**src/hw/rtl/lskv_pkg.sv**
```systemverilog
// Package for the linear-scan key/value table: sizes, command, status and
// register codes, the slot record type and the key/value byte mask.
// Depends on nothing.
`default_nettype none

package lskv_pkg;

    localparam int CAPACITY    = 16;
    localparam int KEY_BYTES   = 8;
    localparam int VALUE_BYTES = 8;

    localparam int IDX_W = (CAPACITY > 1) ? $clog2(CAPACITY) : 1;
    localparam int CNT_W = $clog2(CAPACITY + 1);

    localparam logic [2:0] CMD_INSERT = 3'd0;
    localparam logic [2:0] CMD_DELETE = 3'd1;
    localparam logic [2:0] CMD_GET    = 3'd2;
    localparam logic [2:0] CMD_UPDATE = 3'd3;
    localparam logic [2:0] CMD_CLEAR  = 3'd4;

    localparam logic [1:0] ST_OK   = 2'd0;
    localparam logic [1:0] ST_DUP  = 2'd1;
    localparam logic [1:0] ST_FULL = 2'd2;
    localparam logic [1:0] ST_MISS = 2'd3;

    localparam logic [1:0] REG_ACTIVE_SLOTS = 2'd0;
    localparam logic [1:0] REG_MAX_KEY_LEN  = 2'd1;
    localparam logic [1:0] REG_MAX_VAL_LEN  = 2'd2;

    typedef struct packed {
        logic [63:0] key;
        logic [3:0]  klen;
        logic [63:0] val;
        logic [3:0]  vlen;
    } t_slot;

    function automatic logic [63:0] byte_mask(input logic [3:0] n);
        logic [63:0] m;
        m = '0;
        for (int b = 0; b < 8; b++) begin
            m[8*b +: 8] = (4'(b) < n) ? 8'hFF : 8'h00;
        end
        return m;
    endfunction

endpackage

`default_nettype wire

```
**src/hw/rtl/linear_scan_key_value_table_core.sv**
```systemverilog
// Linear-scan key/value table, top level: APB register bank, command
// sequencer and the slot memory it scans. Depends on lskv_pkg.
//
//  channel   dir  handshake                     beat contents
//  s_axis    in   s_axis_tvalid/s_axis_tready   command, key, value
//  m_axis    out  m_axis_tvalid/m_axis_tready   status, value, occupancy
//  apb       in   psel/penable/pready           register write/read
//
// A command scans the first scan slots between accept and result beat,
// scan = min(active_slots, CAPACITY): one slot memory read per cycle, then
// the registered read data, closing the scan and the write-back. The next beat
// is taken only once the sequencer is idle again, so commands do not overlap.
// Reset clears the slot valid flags at once; no clearing pass is needed.
// The result register frees the scan; write-back waits if it is still full.
`default_nettype none

module linear_scan_key_value_table_core (
    input  wire logic         i_clk,
    input  wire logic         i_rst_n,
    input  wire logic         s_axis_tvalid,
    output logic              s_axis_tready,
    // [63:0] key_bytes, [67:64] key_length, [131:68] value_bytes, [135:132] value_length
    input  wire logic [135:0] s_axis_tdata,
    // [2:0] command
    input  wire logic [2:0]   s_axis_tuser,
    output logic              m_axis_tvalid,
    input  wire logic         m_axis_tready,
    // [63:0] found_value, [67:64] found_value_length, [72:68] occupancy, rest zero
    output logic [79:0]       m_axis_tdata,
    // [1:0] status
    output logic [1:0]        m_axis_tuser,
    input  wire logic         psel,
    input  wire logic         penable,
    input  wire logic         pwrite,
    input  wire logic [3:0]   paddr,
    input  wire logic [31:0]  pwdata,
    output logic [31:0]       prdata,
    output logic              pready
);

    localparam int IDX_W = lskv_pkg::IDX_W;
    localparam int CNT_W = lskv_pkg::CNT_W;

    typedef enum logic [1:0] {
        S_IDLE,
        S_SCAN,
        S_FINISH
    } t_state;

    // config
    logic [4:0] r_active;
    logic [3:0] r_max_klen;
    logic [3:0] r_max_vlen;

    // command
    t_state            r_state;
    logic [2:0]        r_cmd;
    logic [63:0]       r_key;
    logic [3:0]        r_klen;
    logic [63:0]       r_val;
    logic [3:0]        r_vlen;
    logic [CNT_W-1:0]  r_scan_len;
    logic [CNT_W-1:0]  r_rd_idx;
    logic              r_rd_pend;
    logic [IDX_W-1:0]  r_q_idx;
    logic              r_q_valid;
    lskv_pkg::t_slot   r_mem_q;
    logic              r_hit;
    logic [IDX_W-1:0]  r_hit_at;
    logic [63:0]       r_hit_val;
    logic [3:0]        r_hit_vlen;
    logic              r_have_free;
    logic [IDX_W-1:0]  r_free_at;
    logic [CNT_W-1:0]  r_count;
    logic [lskv_pkg::CAPACITY-1:0] r_valid;

    // result beat
    logic        r_out_valid;
    logic [1:0]  r_out_status;
    logic [63:0] r_out_fval;
    logic [3:0]  r_out_flen;
    logic [4:0]  r_out_occ;

    lskv_pkg::t_slot r_mem [lskv_pkg::CAPACITY];

    logic        cfg_we;
    logic        in_acc;
    logic [3:0]  in_klen;
    logic [3:0]  in_vlen;
    logic [3:0]  klen_c;
    logic [3:0]  vlen_c;
    logic [CNT_W+4:0] act_ext;
    logic [CNT_W-1:0] scan_len;
    logic        rd_en;
    logic [IDX_W-1:0] rd_addr;
    logic        q_hit;

    logic             fin_go;
    logic [1:0]       f_status;
    logic [63:0]      f_fval;
    logic [3:0]       f_flen;
    logic [CNT_W-1:0] n_count;
    logic [CNT_W+4:0] occ_ext;
    logic             mem_we;
    logic [IDX_W-1:0] mem_wa;
    lskv_pkg::t_slot  mem_wd;
    logic             set_valid;
    logic             clr_valid;
    logic             clr_all;

    assign pready = 1'b1;
    assign cfg_we = psel & penable & pwrite;

    always_comb begin
        unique case (paddr[3:2])
            lskv_pkg::REG_ACTIVE_SLOTS: prdata = {27'd0, r_active};
            lskv_pkg::REG_MAX_KEY_LEN:  prdata = {28'd0, r_max_klen};
            lskv_pkg::REG_MAX_VAL_LEN:  prdata = {28'd0, r_max_vlen};
            default:                    prdata = '0;
        endcase
    end

    always_ff @(posedge i_clk) begin
        if (!i_rst_n) begin
            r_active   <= 5'd16;
            r_max_klen <= 4'd8;
            r_max_vlen <= 4'd8;
        end else if (cfg_we) begin
            unique case (paddr[3:2])
                lskv_pkg::REG_ACTIVE_SLOTS: r_active   <= pwdata[4:0];
                lskv_pkg::REG_MAX_KEY_LEN:  r_max_klen <= pwdata[3:0];
                lskv_pkg::REG_MAX_VAL_LEN:  r_max_vlen <= pwdata[3:0];
                default: ;
            endcase
        end
    end

    // effective key/value lengths and scan range
    assign s_axis_tready = (r_state == S_IDLE);
    assign in_acc  = s_axis_tvalid & s_axis_tready;
    assign in_klen = s_axis_tdata[67:64];
    assign in_vlen = s_axis_tdata[135:132];

    always_comb begin
        klen_c = (in_klen > r_max_klen) ? r_max_klen : in_klen;
        if (klen_c > 4'(lskv_pkg::KEY_BYTES)) klen_c = 4'(lskv_pkg::KEY_BYTES);
        vlen_c = (in_vlen > r_max_vlen) ? r_max_vlen : in_vlen;
        if (vlen_c > 4'(lskv_pkg::VALUE_BYTES)) vlen_c = 4'(lskv_pkg::VALUE_BYTES);
        act_ext  = (CNT_W+5)'(r_active);
        scan_len = (act_ext > (CNT_W+5)'(lskv_pkg::CAPACITY)) ?
                   CNT_W'(lskv_pkg::CAPACITY) : act_ext[CNT_W-1:0];
    end

    assign rd_en   = (r_state == S_SCAN) && (r_rd_idx != r_scan_len);
    assign rd_addr = r_rd_idx[IDX_W-1:0];
    assign q_hit   = r_q_valid && (r_klen != 4'd0) && (r_mem_q.klen == r_klen)
                     && (r_mem_q.key == r_key);

    // write-back decision
    assign fin_go = (r_state == S_FINISH) && (!r_out_valid || m_axis_tready);

    always_comb begin
        f_status  = lskv_pkg::ST_OK;
        f_fval    = '0;
        f_flen    = '0;
        n_count   = r_count;
        mem_we    = 1'b0;
        mem_wa    = r_free_at;
        mem_wd    = '{key: r_key, klen: r_klen, val: r_val, vlen: r_vlen};
        set_valid = 1'b0;
        clr_valid = 1'b0;
        clr_all   = 1'b0;
        priority if (r_cmd == lskv_pkg::CMD_CLEAR) begin
            clr_all = 1'b1;
            n_count = '0;
        end else if (r_cmd <= lskv_pkg::CMD_UPDATE && r_klen == 4'd0) begin
            f_status = lskv_pkg::ST_MISS;
        end else if (r_cmd == lskv_pkg::CMD_INSERT) begin
            priority if (r_hit) begin
                f_status = lskv_pkg::ST_DUP;
            end else if (!r_have_free) begin
                f_status = lskv_pkg::ST_FULL;
            end else begin
                mem_we    = 1'b1;
                set_valid = 1'b1;
                n_count   = r_count + CNT_W'(1);
            end
        end else if (r_cmd <= lskv_pkg::CMD_UPDATE && !r_hit) begin
            f_status = lskv_pkg::ST_MISS;
        end else if (r_cmd == lskv_pkg::CMD_DELETE) begin
            mem_wa    = r_hit_at;
            clr_valid = 1'b1;
            if (r_count != '0) n_count = r_count - CNT_W'(1);
        end else if (r_cmd == lskv_pkg::CMD_GET) begin
            f_fval = r_hit_val;
            f_flen = r_hit_vlen;
        end else if (r_cmd == lskv_pkg::CMD_UPDATE) begin
            mem_wa = r_hit_at;
            mem_we = 1'b1;
        end else begin
            f_status = lskv_pkg::ST_OK;
        end
        occ_ext = (CNT_W+5)'(n_count);
    end

    // slot memory
    always_ff @(posedge i_clk) begin
        if (fin_go && mem_we) r_mem[mem_wa] <= mem_wd;
        if (rd_en) r_mem_q <= r_mem[rd_addr];
    end

    always_ff @(posedge i_clk) begin
        if (!i_rst_n) begin
            r_state     <= S_IDLE;
            r_rd_pend   <= 1'b0;
            r_hit       <= 1'b0;
            r_have_free <= 1'b0;
            r_count     <= '0;
            r_valid     <= '0;
            r_out_valid <= 1'b0;
        end else begin
            if (m_axis_tready && !fin_go) r_out_valid <= 1'b0;
            r_rd_pend <= rd_en;
            if (rd_en) begin
                r_q_idx   <= rd_addr;
                r_q_valid <= r_valid[rd_addr];
                r_rd_idx  <= r_rd_idx + CNT_W'(1);
            end
            if (r_rd_pend) begin
                if (!r_q_valid) begin
                    if (!r_have_free) begin
                        r_have_free <= 1'b1;
                        r_free_at   <= r_q_idx;
                    end
                end else if (!r_hit && q_hit) begin
                    r_hit      <= 1'b1;
                    r_hit_at   <= r_q_idx;
                    r_hit_val  <= r_mem_q.val;
                    r_hit_vlen <= r_mem_q.vlen;
                end
            end
            unique case (r_state)
                S_IDLE: begin
                    if (in_acc) begin
                        r_cmd       <= s_axis_tuser;
                        r_klen      <= klen_c;
                        r_key       <= s_axis_tdata[63:0] & lskv_pkg::byte_mask(klen_c);
                        r_vlen      <= vlen_c;
                        r_val       <= s_axis_tdata[131:68] & lskv_pkg::byte_mask(vlen_c);
                        r_scan_len  <= scan_len;
                        r_rd_idx    <= '0;
                        r_hit       <= 1'b0;
                        r_have_free <= 1'b0;
                        r_state     <= S_SCAN;
                    end
                end
                S_SCAN: begin
                    if (!rd_en && !r_rd_pend) r_state <= S_FINISH;
                end
                S_FINISH: begin
                    if (fin_go) begin
                        r_count      <= n_count;
                        r_out_valid  <= 1'b1;
                        r_out_status <= f_status;
                        r_out_fval   <= f_fval;
                        r_out_flen   <= f_flen;
                        r_out_occ    <= occ_ext[4:0];
                        if (clr_all) begin
                            r_valid <= '0;
                        end else if (set_valid) begin
                            r_valid[mem_wa] <= 1'b1;
                        end else if (clr_valid) begin
                            r_valid[mem_wa] <= 1'b0;
                        end
                        r_state <= S_IDLE;
                    end
                end
                default: r_state <= S_IDLE;
            endcase
        end
    end

    assign m_axis_tvalid = r_out_valid;
    assign m_axis_tuser  = r_out_status;
    assign m_axis_tdata  = {7'd0, r_out_occ, r_out_flen, r_out_fval};

`ifndef SYNTHESIS
    a_count_matches_valid: assert property (@(posedge i_clk) disable iff (!i_rst_n)
        r_count == CNT_W'($countones(r_valid)))
        else $error("entry count differs from occupied slots");

    a_scan_in_range: assert property (@(posedge i_clk) disable iff (!i_rst_n)
        r_state == S_SCAN |-> r_rd_idx <= r_scan_len)
        else $error("scan index past scan range");

    a_insert_free_slot: assert property (@(posedge i_clk) disable iff (!i_rst_n)
        fin_go && set_valid |-> !r_valid[mem_wa])
        else $error("insert into an occupied slot");

    a_result_after_finish: assert property (@(posedge i_clk) disable iff (!i_rst_n)
        $rose(m_axis_tvalid) |-> $past(r_state == S_FINISH))
        else $error("result beat without write-back");

    a_no_accept_busy: assert property (@(posedge i_clk) disable iff (!i_rst_n)
        in_acc |=> r_state == S_SCAN && r_rd_idx == '0)
        else $error("command accepted outside idle");
`endif

endmodule

`default_nettype wire
```
**config.mk**
```make
export PLATFORM = sky130hd
export DESIGN_NAME = linear_scan_key_value_table_core
export DESIGN_NICKNAME = d
export VERILOG_FILES = /design/src/hw/rtl/lskv_pkg.sv /design/src/hw/rtl/linear_scan_key_value_table_core.sv
export SDC_FILE = /design/constraint.sdc
export NUM_CORES = 2
export LEC_CHECK = 0
export BUFFER_PORTS_ARGS = -buffer_cell sky130_fd_sc_hd__buf_2
export CAP_MARGIN = 20
export CORE_ASPECT_RATIO = 1.75
export CORE_UTILIZATION = 50
export DETAILED_ROUTE_END_ITERATION = 12
export PLACE_DENSITY_LB_ADDON = 0.3
export REMOVE_ABC_BUFFERS = 1
export SLEW_MARGIN = 20
export SYNTH_ARGS = -nofsm -noshare
export SYNTH_HDL_FRONTEND = slang
export SYNTH_SLANG_ARGS = --single-unit
```
**constraint.sdc**
```tcl
create_clock -name i_clk -period 8.19 [get_ports i_clk]
set_input_delay 0.4095 -clock i_clk [delete_from_list [all_inputs] [get_ports i_clk]]
set_output_delay 0.4095 -clock i_clk [all_outputs]
set_load 0.005 [all_outputs]
```
==> summary.txt <==
Finish
  • Layout cells sized above 1: 27.7%
  • Fill cells: 14500
  • Most common cell after layout, fill and taps aside: edfxtp_1
  • Fin nets: 4907
  • Most frequent cells in the layout: edfxtp_1 (2617), mux4_2 (685), buf_2 (234), clkbuf_16 (229), dlygate4sd3_1 (140)
  • Layout area overhead: 13.2%

Critical path
  • Crit path largest cell delay: 0.82 ns
  • CP most frequent cell: buf_4
  • CP startpoint kind: flip-flop
  • Required time worst endpoint: 8.67 ns
  • Setup slack, reg-to-reg: 3.24 ns
  • R2R cell count: 7
  • RR Endpoint: r_hit_val[18]$_DFFE_PP_
  • Critical path buffers and inverters: 2
  • R2r startpoint: r_klen[1]$_DFFE_PP_
  • Max FO, Critical Path: 43
  • CP Data Arrival Time: 5.43 ns
  • Endpoint class of the critical path: flip-flop
  • Largest delay contributor family on the critical path: simple AND/OR/NAND/NOR gates
  • Critical path type: reg2reg
  • Cells along the critical path: nor4_4 -> nor4_1 -> nand4_1 -> or4_1 -> nor3_2 -> buf_4 -> buf_4
  • Slowest stage cell, crit path: edfxtp_1

Yosys
  • EDFF count, synth: 2617
  • Area leader, netlist: edfxtp_1
  • Synth Area per Inst: 23.8 um2
  • Synthesized area: 100000 um2
  • Async S/R FF share, synth: 0%
  • Yosys cell types: 70
  • Post-synth top area share: 78.4%
  • Sequential share of the synthesized area: 79.2%
  • Gate Count Post-Synth: 4214
  • Synthesized flop and latch total: 2657
  • Synth warn: 0
  • Area contributors post-synth: edfxtp_1 (78%), mux4_2 (15%), and2_1 (0.86%), dfxtp_1 (0.80%), nor2b_1 (0.49%)
  • Primary FF master, synth: edfxtp_1

Floorplan
  • Top-Level Pins: 299
  • Row count: 217
  • Die Ht: 594 um
  • Die area: 202000 um2
  • Initial core utilization: 50.3%
  • Area of the core: 199000 um2
  • Horiz. Die Dim: 340 um

Clock tree
  • CTS tree: yes
  • CTS Hold Bufs: 140
  • Clock Latency Late Sink: 0.88 ns
  • CTS Buf Count: 226
  • Clk root buf: clkbuf_16
  • Setup bufs post-CTS: 0
  • Worst-path clk slew: 0.07 ns
  • H-tree Lvls: 4
  • Post-CTS Resized: 0
  • CTS Sinks: 2657
  • CTS Buffer Depth: 4

Status
  • Status: completed

Timing
  • Final Cycle Share: 60.4%
  • Slew Viols, Final: 0
  • Hold Fails Final Rpt: 0
  • Fin Clk Skew: 0.0476 ns
  • Min cycle time layout: 4.95 ns
  • Max Fclk: 202 MHz
  • Slew margin rel.: 25.2%
  • Final setup viols: 0
  • Worst Tran Pin Value: 1.12 ns
  • RSZ-0062 raised after global routing: no
  • Setup_tns: 0 ns

Worst hold path
  • Hold_sp: paddr[3]
  • Hold Path Sink: r_max_klen[2]$_SDFFE_PN0P_
  • Worst hold stages: 4
  • Type of the worst min-delay path: in2reg

Route
  • Top routing layer used: met5
  • Post-route DRC: 0
  • WL per Instance: 30.1 um
  • Drt via density: 6.00
  • Total iterations of the first detailed-routing run: 5
  • Vias post-DR: 45200
  • Final wirelength: 227 mm
  • WL met1: 90.3 mm
  • Antenna-violating nets left: 0
  • 1st-iter DRT viols: 4734
  • Met3 WL: 16.6 mm
  • DR WL met2: 114 mm

Global route
  • Vias in the first global route: 47000
  • Gr ovfl total: 0
  • GR Util All Layers: 22.5%
  • Antenna violations before repair: 13
  • Largest net degree at the start of global routing: 136
  • First-pass GRT wire length: 327 mm

Run
  • Max-Cap Viols: 0

Placement
  • Routability cong.: 0.774
  • DP HPWL: 109 mm
  • Port bufs: 234

Power and ir drop
  • Peak VDD IR: 0.000172 V
  • Lkg Pwr: 35.4 nW
  • Overall Power: 0.0277 W
  • Power per cell area: 244 nW/um2
[metal layers]
metal	vias up	global-route usage [%]
met4	2	6.33
li1	18700	-
met2	1825	37.3
met5	-	0
met3	292	3.86
met1	24400	31.0
[synthesized netlist by cell type (all sizes together) (2+ instances only)]
master	count
a311oi	2
o311a	2
dfxtp	40
buf	114
o2111ai	2
mux2i	27
o21a	2
nand2	35
o2bb2ai	4
o22ai	5
and4	2
clkbuf	101
ha	11
and2	138
nand3	6
a21oi	26
o21ai	16
a211o	2
xnor2	42
nor3b	6
nor3	8
mux2	2
or2	4
a221oi	5
or3	5
o211ai	6
edfxtp	2617
nor4	9
nand4	18
and3	5
nand2b	15
or4	4
nor2	79
nor2b	78
a31oi	5
o211a	3
o221a	14
conb	2
o21bai	2
inv	33
xor2	20
mux4	685
[through the flow]
stage / cell area, um2 / util (%) / setup slack [ns] / cells / hold slack, ns
finish: 113000 / 56.9 / 3.24 / 7536 / 0.0765
global route: 113000 / 56.9 / 3.01 / 7521 / 0.0606
CTS: 113000 / 56.9 / 3.08 / 7520 / 0.0296
detailed placement: 105000 / 52.6 / 3.14 / 6974 / 0.405
global placement: 105000 / 52.6 / 3.23 / 6974 / 0.402
floorplan: 99300 / - / -17.37 / 4032 / 0.400
[cells by family (layout without fill, tap and decap cells)]
group | after synthesis | in the layout | share of synthesized area [%]
other | 2 | 51 | 0.00750
AOI/OAI and AO/OA | 104 | 104 | 0.831
DFF | 2657 | 2657 | 79.2
buffers and inverters | 249 | 894 | 1.15
and+or+nand+nor | 415 | 415 | 2.36
adders and majority gates | 11 | 11 | 0.137
muxes | 714 | 714 | 15.7
xor gates and xnor gates | 62 | 62 | 0.542
[state kept, by name (all words and copies together) (netlist names), 16 cells and up]
signal      cells
r_hit_val      64
r_key          64
r_mem        2176
r_mem_q       136
r_out_fval     64
r_val          64
r_valid        16
[worst min-delay path: cells and delay by family]
family | cells | cell delay (ns)
buffers and inverters | 1 | 0.14
muxes | 1 | 0.14
and+or+nand+nor | 2 | 0.21
[where the power goes]
| part | total (W) | internal [W] | switching, W | leakage [nW] |
|---|---|---|---|---|
| clock | 0.0105 | 0.00578 | 0.00471 | 3.45 |
| sequential | 0.0153 | 0.0151 | 0.000194 | 24.0 |
| combinational | 0.00187 | 0.000954 | 0.000917 | 7.92 |
[area by class of cell]
class                           instances  area, um2  share of cell area, %
Clock inverter                        113       1070                  0.940
Tap cell                             2628       3290                   2.90
Antenna cell                           16       40.0                 0.0353
Inverter                               34        128                  0.113
Multi-Input combinational cell       1341      20000                   17.6
Sequential cell                      2657      79400                   70.0
Clock buffer                          293       5990                   5.28
Timing Repair Buffer                  454       3520                   3.11
[how the worst max path moves through the flow]
stage	to	slack (ns)	startpoint	cells after the start
final	r_hit_val[18]$_DFFE_PP_	3.24	r_klen[1]$_DFFE_PP_	7
after global routing	r_hit_val[18]$_DFFE_PP_	3.01	r_klen[1]$_DFFE_PP_	7
after CTS	r_hit_val[24]$_DFFE_PP_	3.08	r_klen[1]$_DFFE_PP_	7
after detailed placement	r_hit_val[0]$_DFFE_PP_	3.14	r_klen[1]$_DFFE_PP_	7
after global placement	r_hit_val[3]$_DFFE_PP_	3.23	r_klen[1]$_DFFE_PP_	7
after floorplan	r_rd_idx[3]$_DFFE_PP_	-17.37	r_rd_idx[0]$_DFFE_PP_	6
No activity file was read; power rests on OpenSTA's default activity.
